$ cat src/rtl/core/l2_learning_switch_forwarder_core_defines.svh
// ----------------------------------------------------------------------------
// L2 forwarder assertion macros
// Concurrent checks clocked on clk, disabled in reset.
// ----------------------------------------------------------------------------
`ifndef L2_LEARNING_SWITCH_FORWARDER_CORE_DEFINES_SVH
`define L2_LEARNING_SWITCH_FORWARDER_CORE_DEFINES_SVH

`ifndef SYNTHESIS
`define L2FWD_ASSERT_NOW(label, ante, cons) \
  label: assert property (@(posedge clk) disable iff (rst) (ante) |-> (cons)) \
    else $error("l2fwd check failed");
`define L2FWD_ASSERT_NEXT(label, ante, cons) \
  label: assert property (@(posedge clk) disable iff (rst) (ante) |=> (cons)) \
    else $error("l2fwd check failed");
`else
`define L2FWD_ASSERT_NOW(label, ante, cons)
`define L2FWD_ASSERT_NEXT(label, ante, cons)
`endif

`endif

$ cat src/rtl/core/l2fwd_pkg.sv
// ----------------------------------------------------------------------------
// L2 forwarder package
// Shared widths, codes and types of the learning switch forwarder.
// ----------------------------------------------------------------------------
package l2fwd_pkg;

  localparam int NUM_PORTS        = 4;
  localparam int TABLE_ENTRIES    = 64;
  localparam int TRUNK_VLAN_SLOTS = 4;

  localparam int MAC_W      = 48;
  localparam int VID_W      = 12;
  localparam int PORT_W     = 2;
  localparam int MODE_W     = 2;
  localparam int MASK_PORTS = 4;
  localparam int REG_W      = 48;
  localparam int MODE_REG_W = 8;
  localparam int REG_SLOTS  = REG_W / VID_W;
  localparam int SLOTS_USED = (TRUNK_VLAN_SLOTS < REG_SLOTS) ? TRUNK_VLAN_SLOTS : REG_SLOTS;
  localparam int TRUNK_REGS = 4;
  localparam int APB_DW     = 64;
  localparam int APB_AW     = 6;

  localparam logic [MODE_W-1:0] MODE_UNKNOWN = 2'd0;
  localparam logic [MODE_W-1:0] MODE_ACCESS  = 2'd1;
  localparam logic [MODE_W-1:0] MODE_TRUNK   = 2'd2;
  localparam logic [MODE_W-1:0] MODE_L3      = 2'd3;

  localparam logic [2:0] REG_PORT_MODE   = 3'd0;
  localparam logic [2:0] REG_ACCESS_VLAN = 3'd1;
  localparam logic [2:0] REG_TRUNK0      = 3'd2;
  localparam logic [2:0] REG_TRUNK1      = 3'd3;
  localparam logic [2:0] REG_TRUNK2      = 3'd4;
  localparam logic [2:0] REG_TRUNK3      = 3'd5;

  typedef struct packed {
    logic [MAC_W-1:0]  key;
    logic [PORT_W-1:0] port;
  } entry_t;

  typedef logic [TRUNK_REGS-1:0][REG_W-1:0] trunk_set_t;

  typedef struct packed {
    logic              flood;
    logic              hit;
    logic [PORT_W-1:0] hit_port;
    logic [PORT_W-1:0] ingress;
    logic              has_tag;
    logic [VID_W-1:0]  vid;
  } fwd_req_t;

endpackage

$ cat src/rtl/core/l2fwd_table_ram.sv
// ----------------------------------------------------------------------------
// L2 forwarder address table RAM
// Single write port, single read port, registered read data.
// ----------------------------------------------------------------------------
module l2fwd_table_ram #(
  parameter int DEPTH = l2fwd_pkg::TABLE_ENTRIES,
  parameter int AW    = $clog2(DEPTH)
) (
  input  logic                 clk,
  input  logic                 wr_en,
  input  logic [AW-1:0]        wr_addr,
  input  l2fwd_pkg::entry_t    wr_data,
  input  logic                 rd_en,
  input  logic [AW-1:0]        rd_addr,
  output l2fwd_pkg::entry_t    rd_data
);

  l2fwd_pkg::entry_t mem [DEPTH];

  always_ff @(posedge clk) begin
    if (wr_en) begin
      mem[wr_addr] <= wr_data;
    end
  end

  always_ff @(posedge clk) begin
    if (rd_en) begin
      rd_data <= mem[rd_addr];
    end
  end

endmodule

$ cat src/rtl/core/l2fwd_egress_filter.sv
// ----------------------------------------------------------------------------
// L2 forwarder egress filter
// Builds the port mask from candidate ports and access/trunk VLAN rules.
// ----------------------------------------------------------------------------
module l2fwd_egress_filter (
  input  l2fwd_pkg::fwd_req_t                       req,
  input  logic [l2fwd_pkg::MODE_REG_W-1:0]          port_mode,
  input  logic [l2fwd_pkg::REG_W-1:0]               access_vlan,
  input  l2fwd_pkg::trunk_set_t                     trunk_vlans,
  output logic [l2fwd_pkg::MASK_PORTS-1:0]          mask
);

  always_comb begin
    logic [l2fwd_pkg::MODE_W-1:0] mode;
    logic [l2fwd_pkg::VID_W-1:0]  av;
    logic                         cand;
    logic                         allow;
    logic                         trunk_hit;
    mask = '0;
    for (int p = 0; p < l2fwd_pkg::MASK_PORTS; p++) begin
      mode = port_mode[l2fwd_pkg::MODE_W*p +: l2fwd_pkg::MODE_W];
      av   = access_vlan[l2fwd_pkg::VID_W*p +: l2fwd_pkg::VID_W];
      trunk_hit = 1'b0;
      for (int s = 0; s < l2fwd_pkg::SLOTS_USED; s++) begin
        if (trunk_vlans[p][l2fwd_pkg::VID_W*s +: l2fwd_pkg::VID_W] == req.vid) begin
          trunk_hit = 1'b1;
        end
      end
      case (mode)
        l2fwd_pkg::MODE_ACCESS: allow = req.has_tag && (av != '0) && (av == req.vid);
        l2fwd_pkg::MODE_TRUNK:  allow = req.has_tag && (req.vid != '0) && trunk_hit;
        default:                allow = 1'b0;
      endcase
      if (req.hit) begin
        cand = (req.hit_port == l2fwd_pkg::PORT_W'(p));
      end else begin
        cand = (req.ingress != l2fwd_pkg::PORT_W'(p)) && (mode != l2fwd_pkg::MODE_L3);
      end
      mask[p] = (p < l2fwd_pkg::NUM_PORTS) && cand && allow;
    end
  end

endmodule

$ cat src/rtl/core/l2_learning_switch_forwarder_core.sv
// ----------------------------------------------------------------------------
// L2 learning switch forwarder core
// On start it scans the learned entries (1..TABLE_ENTRIES), or skips the scan when the
// table is empty; one table read per cycle, then a write state learns the source MAC.
// A start is taken only while idle; busy is low in the done cycle.
// Reset clears the table fill count (table empty) and all config registers.
// ----------------------------------------------------------------------------
`include "l2_learning_switch_forwarder_core_defines.svh"

module l2_learning_switch_forwarder_core #(
  parameter int TABLE_ENTRIES = l2fwd_pkg::TABLE_ENTRIES
) (
  input  logic                                 clk,
  input  logic                                 rst,
  input  logic                                 start,
  output logic                                 busy,
  input  logic [l2fwd_pkg::PORT_W-1:0]         ingress_port,
  input  logic [l2fwd_pkg::MAC_W-1:0]          dst_mac,
  input  logic [l2fwd_pkg::MAC_W-1:0]          src_mac,
  input  logic                                 vlan_tagged,
  input  logic [l2fwd_pkg::VID_W-1:0]          vlan_id,
  output logic                                 done,
  output logic [l2fwd_pkg::MASK_PORTS-1:0]     egress_mask,
  output logic                                 flooded,
  output logic                                 dst_hit,
  output logic                                 learn_dropped,
  input  logic                                 psel,
  input  logic                                 penable,
  input  logic                                 pwrite,
  input  logic [l2fwd_pkg::APB_AW-1:0]         paddr,
  input  logic [l2fwd_pkg::APB_DW-1:0]         pwdata,
  output logic [l2fwd_pkg::APB_DW-1:0]         prdata,
  output logic                                 pready
);

  localparam int AW = $clog2(TABLE_ENTRIES);
  localparam int CW = $clog2(TABLE_ENTRIES + 1);

  localparam logic [1:0] ST_IDLE  = 2'd0;
  localparam logic [1:0] ST_SCAN  = 2'd1;
  localparam logic [1:0] ST_WRITE = 2'd2;

  logic [1:0]                          state;
  logic [CW-1:0]                       fill_count;
  logic [CW-1:0]                       scan_addr;
  logic                                rd_valid;
  logic                                rd_last;
  logic [AW-1:0]                       rd_idx;
  logic                                src_found;
  logic [AW-1:0]                       src_idx;
  logic                                dst_found;
  logic [l2fwd_pkg::PORT_W-1:0]        dst_port;

  logic [l2fwd_pkg::PORT_W-1:0]        ingress_q;
  logic [l2fwd_pkg::MAC_W-1:0]         dst_q;
  logic [l2fwd_pkg::MAC_W-1:0]         src_q;
  logic                                tagged_q;
  logic [l2fwd_pkg::VID_W-1:0]         vid_q;

  logic [l2fwd_pkg::MODE_REG_W-1:0]    port_mode;
  logic [l2fwd_pkg::REG_W-1:0]         access_vlan;
  l2fwd_pkg::trunk_set_t               trunk_vlans;

  logic                                accept;
  logic                                cfg_wr;
  logic [2:0]                          cfg_idx;
  logic                                rd_en;
  l2fwd_pkg::entry_t                   rd_data;
  logic                                wr_en;
  logic [AW-1:0]                       wr_addr;
  l2fwd_pkg::entry_t                   wr_data;
  logic                                full;
  logic                                learned;
  logic                                same_mac;
  logic                                bcast;
  logic                                hit;
  l2fwd_pkg::fwd_req_t                 req;
  logic [l2fwd_pkg::MASK_PORTS-1:0]    mask;
  logic                                src_match;
  logic                                dst_match;

  assign busy    = (state != ST_IDLE);
  assign accept  = start && !busy;
  assign pready  = 1'b1;
  assign cfg_wr  = psel && penable && pwrite && pready;
  assign cfg_idx = paddr[5:3];

  // config registers
  always_ff @(posedge clk) begin
    if (rst) begin
      port_mode   <= '0;
      access_vlan <= '0;
      trunk_vlans <= '0;
    end else if (cfg_wr) begin
      case (cfg_idx)
        l2fwd_pkg::REG_PORT_MODE:   port_mode      <= pwdata[l2fwd_pkg::MODE_REG_W-1:0];
        l2fwd_pkg::REG_ACCESS_VLAN: access_vlan    <= pwdata[l2fwd_pkg::REG_W-1:0];
        l2fwd_pkg::REG_TRUNK0:      trunk_vlans[0] <= pwdata[l2fwd_pkg::REG_W-1:0];
        l2fwd_pkg::REG_TRUNK1:      trunk_vlans[1] <= pwdata[l2fwd_pkg::REG_W-1:0];
        l2fwd_pkg::REG_TRUNK2:      trunk_vlans[2] <= pwdata[l2fwd_pkg::REG_W-1:0];
        l2fwd_pkg::REG_TRUNK3:      trunk_vlans[3] <= pwdata[l2fwd_pkg::REG_W-1:0];
        default: ;
      endcase
    end
  end

  always_comb begin
    case (cfg_idx)
      l2fwd_pkg::REG_PORT_MODE:   prdata = l2fwd_pkg::APB_DW'(port_mode);
      l2fwd_pkg::REG_ACCESS_VLAN: prdata = l2fwd_pkg::APB_DW'(access_vlan);
      l2fwd_pkg::REG_TRUNK0:      prdata = l2fwd_pkg::APB_DW'(trunk_vlans[0]);
      l2fwd_pkg::REG_TRUNK1:      prdata = l2fwd_pkg::APB_DW'(trunk_vlans[1]);
      l2fwd_pkg::REG_TRUNK2:      prdata = l2fwd_pkg::APB_DW'(trunk_vlans[2]);
      l2fwd_pkg::REG_TRUNK3:      prdata = l2fwd_pkg::APB_DW'(trunk_vlans[3]);
      default:                    prdata = '0;
    endcase
  end

  // table access: valid entries are always the prefix below fill_count
  assign rd_en     = (state == ST_SCAN) && (scan_addr < fill_count);
  assign full      = (fill_count == CW'(TABLE_ENTRIES));
  assign learned   = src_found || !full;
  assign same_mac  = (dst_q == src_q);
  assign bcast     = &dst_q;
  assign hit       = !bcast && (same_mac ? learned : dst_found);
  assign wr_en     = (state == ST_WRITE) && learned;
  assign wr_addr   = src_found ? src_idx : fill_count[AW-1:0];
  assign wr_data   = '{key: src_q, port: ingress_q};
  assign src_match = rd_valid && (rd_data.key == src_q);
  assign dst_match = rd_valid && (rd_data.key == dst_q);

  assign req = '{flood:    !hit,
                 hit:      hit,
                 hit_port: same_mac ? ingress_q : dst_port,
                 ingress:  ingress_q,
                 has_tag:  tagged_q,
                 vid:      vid_q};

  l2fwd_table_ram #(
    .DEPTH (TABLE_ENTRIES),
    .AW    (AW)
  ) u_ram (
    .clk     (clk),
    .wr_en   (wr_en),
    .wr_addr (wr_addr),
    .wr_data (wr_data),
    .rd_en   (rd_en),
    .rd_addr (scan_addr[AW-1:0]),
    .rd_data (rd_data)
  );

  l2fwd_egress_filter u_filter (
    .req         (req),
    .port_mode   (port_mode),
    .access_vlan (access_vlan),
    .trunk_vlans (trunk_vlans),
    .mask        (mask)
  );

  // control
  always_ff @(posedge clk) begin
    if (rst) begin
      state      <= ST_IDLE;
      fill_count <= '0;
      done       <= 1'b0;
      rd_valid   <= 1'b0;
    end else begin
      done <= 1'b0;
      case (state)
        ST_IDLE: begin
          rd_valid <= 1'b0;
          if (accept) begin
            state <= (fill_count == '0) ? ST_WRITE : ST_SCAN;
          end
        end
        ST_SCAN: begin
          rd_valid <= rd_en;
          if (rd_valid && rd_last) begin
            state <= ST_WRITE;
          end
        end
        ST_WRITE: begin
          done  <= 1'b1;
          state <= ST_IDLE;
          if (!src_found && !full) begin
            fill_count <= fill_count + CW'(1);
          end
        end
        default: state <= ST_IDLE;
      endcase
    end
  end

  // item datapath
  always_ff @(posedge clk) begin
    if (accept) begin
      ingress_q <= ingress_port;
      dst_q     <= dst_mac;
      src_q     <= src_mac;
      tagged_q  <= vlan_tagged;
      vid_q     <= vlan_id;
      scan_addr <= '0;
      src_found <= 1'b0;
      dst_found <= 1'b0;
    end else if (state == ST_SCAN) begin
      if (rd_en) begin
        scan_addr <= scan_addr + CW'(1);
      end
      rd_idx  <= scan_addr[AW-1:0];
      rd_last <= (scan_addr == fill_count - CW'(1));
      if (src_match && !src_found) begin
        src_found <= 1'b1;
        src_idx   <= rd_idx;
      end
      if (dst_match && !dst_found) begin
        dst_found <= 1'b1;
        dst_port  <= rd_data.port;
      end
    end
    if (state == ST_WRITE) begin
      egress_mask   <= mask;
      flooded       <= !hit;
      dst_hit       <= hit;
      learn_dropped <= !learned;
    end
  end

  `L2FWD_ASSERT_NOW(a_count_range, 1'b1, fill_count <= CW'(TABLE_ENTRIES))
  `L2FWD_ASSERT_NOW(a_read_valid_only, rd_en, scan_addr < fill_count)
  `L2FWD_ASSERT_NEXT(a_accept_busy, accept, busy)
  `L2FWD_ASSERT_NOW(a_done_idle, done, !busy)
  `L2FWD_ASSERT_NOW(a_flood_xor_hit, done, flooded != dst_hit)
  `L2FWD_ASSERT_NOW(a_drop_full, done && learn_dropped, full)

endmodule
$ cat config.mk
export PLATFORM = sky130hd
export DESIGN_NAME = l2_learning_switch_forwarder_core
export DESIGN_NICKNAME = d
export VERILOG_FILES = /design/src/rtl/core/l2fwd_pkg.sv /design/src/rtl/core/l2fwd_table_ram.sv /design/src/rtl/core/l2fwd_egress_filter.sv /design/src/rtl/core/l2_learning_switch_forwarder_core.sv
export VERILOG_INCLUDE_DIRS = /design/src /design/src/rtl/core
export SDC_FILE = /design/constraint.sdc
export NUM_CORES = 2
export LEC_CHECK = 0
export ABC_AREA = 1
export ABC_CLOCK_PERIOD_IN_PS = 7700
export BUFFER_PORTS_ARGS = -buffer_cell sky130_fd_sc_hd__buf_2
export CAP_MARGIN = 20
export CORE_MARGIN = 2
export CORE_UTILIZATION = 30
export CTS_BUF_LIST = sky130_fd_sc_hd__clkbuf_8
export DETAILED_ROUTE_END_ITERATION = 6
export SETUP_SLACK_MARGIN = 0.3
export SLEW_MARGIN = 10
export SYNTH_ARGS = -nofsm -noshare
export SYNTH_HDL_FRONTEND = slang
export SYNTH_HIERARCHICAL = 1
export SYNTH_SLANG_ARGS = --single-unit
$ cat constraint.sdc
create_clock -name clk -period 7.7 [get_ports clk]
set_input_delay 1.155 -clock clk [delete_from_list [all_inputs] [get_ports clk]]
set_output_delay 1.155 -clock clk [all_outputs]
set_load 0.02 [all_outputs]
==> out/qor.yml <==
clock_tree:
  cts_resized: 0
  cts.path.max_buffers: 4
  cts_tree: "done"
  postCtsHoldBufs: 0
  cts_setup_buffers: 0
  cts_made_buffers: 603
  root_buffer: "clkbuf_8"
  h-tree-depth: 6
  cts_sinks: 3651
  clk_latency_ns: 1.21
  clkTransAtPathRegs_ns: 0.07
synth:
  seq_area_frac_synth: 0.703
  synth_cell_type_count: 47
  syn_inst: 13700
  avgSynthCellArea_um2: 11.1
  synth_warnings: 6
  ys_ff_latch: 3651
  synthesis.area_um2: 152000
setup_path:
  worstPathMaxFanout: 19
  r2r_cells: 9
  worstPathRequired_ns: 8.53
  start_kind: "register"
  path_class: "reg2reg"
  critPathArrivalTime_ns: 5.99
  cp-end-kind: "register"
  cp-startpoint: "fill_count[0]"
  r2r_start: "fill_count[0]"
  r2r_setup_slack_ns: 2.53
  crit_end: "u_ram/mem[37][33]"
  rr_endpoint: "u_ram/mem[37][33]"
place:
  placed_area_um2: 160000
  place_congestion: 0.911
  place_inst: 20100
  io_buffers: 224
  hpwl_um: 258000
detailed_routing:
  wl_um: 481000
  drc_errors: 0
  ant_nets: 0
  viasPerCell: 5.06
  vias: 107000
  dr.pass1.iters: 6
  first_iter_violations: 12300
  wl_per_cell_um: 22.7
layout:
  fin_nets: 14200
  layout_commonest_cell: "nand2_1"
  stdcell_count: 21200
  final_layout_size_suffix_gt1_frac: 0.0932
  fin_area_um2: 171000
  final_cell_mix: "nand2_1 (4,322), edfxtp_1 (3,383), nand3_1 (3,043)"
  syn2layout_area_growth_pct: 12.5
pwr:
  irDropWorstVdd_uv: 195
  p_leak_nw: 60.6
  p_per_area_nw_per_um2: 261
global_route:
  grt_max_degree: 205
  grt_overflow: 0
  grtUsageTotal: 0.180
  grt_pass1_vias: 99600
  antenna_found_initial: 69
  grt_pass1_wl_um: 689000
floorplan:
  rows: 261
  die_w_um: 716
  start_util: 0.301
  die_area_um2: 513000
  pin_count: 261
  die_h_um: 716
  core-area_um2: 505000
sta:
  rsz0062_at_grt: "false"
  hold_violations: 0
  timing.fmax_ghz: 0.194
  maxSlewViolCount: 0
  worst_pin_slew_ns: 1.22
  finalSetupViolCount: 0
  finalSetupTns_ns: 0
  skew_ns: 0.0863
  slew_headroom: 0.186
  period_share: 0.671
  final.min_clock_period_ns: 5.17
run_status:
  status: "completed"
min_path:
  holdCritPathClass: "in2reg"
flow_run:
  max_cap_viol_count: 0
==> worst max-delay path, cell delays in order, from the launching register on <==
cell and delay [ns]:
dfxtp_1 0.38, inv_1 0.15, ha_1 0.23, nor3b_1 0.15, nand3_1 0.11, nor2_1 0.13
nor2_1 0.86, nand4_1 1.00, nor2_4 1.18, buf_4 0.52
==> cells in the mapped netlist, drive strengths merged <==
cell / count / area, µm²
edfxtp: 3383 / 102000
a21oi: 32 / 164
o21a: 1 / 7.51
nor3b: 4 / 30.0
o21bai: 2 / 15.0
nor2b: 2 / 12.5
xnor2: 197 / 1730
nor4: 26 / 163
and3: 1 / 6.26
a221oi: 1 / 8.76
nand2: 4325 / 16200
o211ai: 1 / 7.51
nand4: 84 / 526
nand3b: 4 / 30.0
o22ai: 10 / 62.6
clkinv: 2 / 7.51
nor4b: 1 / 8.76
ha: 23 / 288
clkbuf: 199 / 747
nor2: 749 / 2810
or2: 14 / 87.6
conb: 2 / 7.51
nand3: 3043 / 15200
and2: 2 / 12.5
dfxtp: 268 / 5370
inv: 262 / 998
nor3: 31 / 180
xor2: 36 / 315
a211o: 1 / 8.76
buf: 656 / 3700
o2111ai: 1 / 8.76
nand2b: 3 / 18.8
a22o: 6 / 52.6
o21ai: 281 / 1410
a22oi: 49 / 368
==> stage by stage <==
stage	worst slack [ns]	utilization	total power, mW	hold WS, ns
floorplan	0.776	-	27.3	0.400
global placement	2.84	0.317	29.3	0.400
detailed placement	2.79	0.317	29.4	0.407
CTS	2.77	0.339	44.8	0.0380
global route	2.42	0.339	46.3	0.0903
finish	2.53	0.339	44.6	0.124
==> report_power, final <==
group / internal (mW) / switching (mW)
Combinational: 1.43 / 4.58
Clock: 7.62 / 7.94
Sequential: 22.8 / 0.295
==> layout make-up <==
type                            instances  area [µm²]
Sequential cell                      3651      107000
Timing Repair Buffer                  503        3620
Multi-Input combinational cell       8947       40400
Fill cell                           50000      334000
Inverter                              264        1050
Tap cell                             6706        8390
Clock inverter                        448        2220
Clock buffer                          619        8520
Antenna cell                           36        90.1
==> kinds of logic after synthesis <==
| family | after synthesis | share of synthesized area |
|---|---|---|
| compound gates | 385 | 0.0139 |
| buf+inv | 1119 | 0.0358 |
| xor+xnor | 233 | 0.0134 |
| simple gates | 8289 | 0.232 |
| other cells | 2 | 0.0000493 |
| flops | 3651 | 0.703 |
| fa+ha+maj | 23 | 0.00189 |
==> state kept, by name (all words and copies together), names as in the netlist, 7 cells and up <==
name	count
u_ram/mem	3200
fill_count	7
dst_q	48
port_mode	8
vid_q	12
trunk_vlans	192
scan_addr	7
u_ram/rd_data	50
src_q	48
access_vlan	48
==> how the worst min path moves through the flow <==
stage / from / end / slack, ns / cells past startpoint
6_report: src_mac[30] / src_q[30] / 0.12 / 1
5_1_grt: src_mac[28] / src_q[28] / 0.09 / 1
4_1_cts: vlan_id[9] / vid_q[9] / 0.04 / 1
3_5_place_dp: rd_idx[0] / src_idx[0] / 0.41 / 0
3_3_place_gp: rd_idx[4] / src_idx[4] / 0.40 / 0
2_1_floorplan: u_ram/rd_data[0] / dst_port[0] / 0.40 / 0
==> routing by layer <==
layer,vias to the layer above,track usage,routed length (µm)
met5,-,0,238
met4,40,0.0632,16200
met3,903,0.0358,46900
met2,5153,0.285,220000
met1,52700,0.245,198000
li1,48300,-,-
Power figures use the tool's default switching activity.
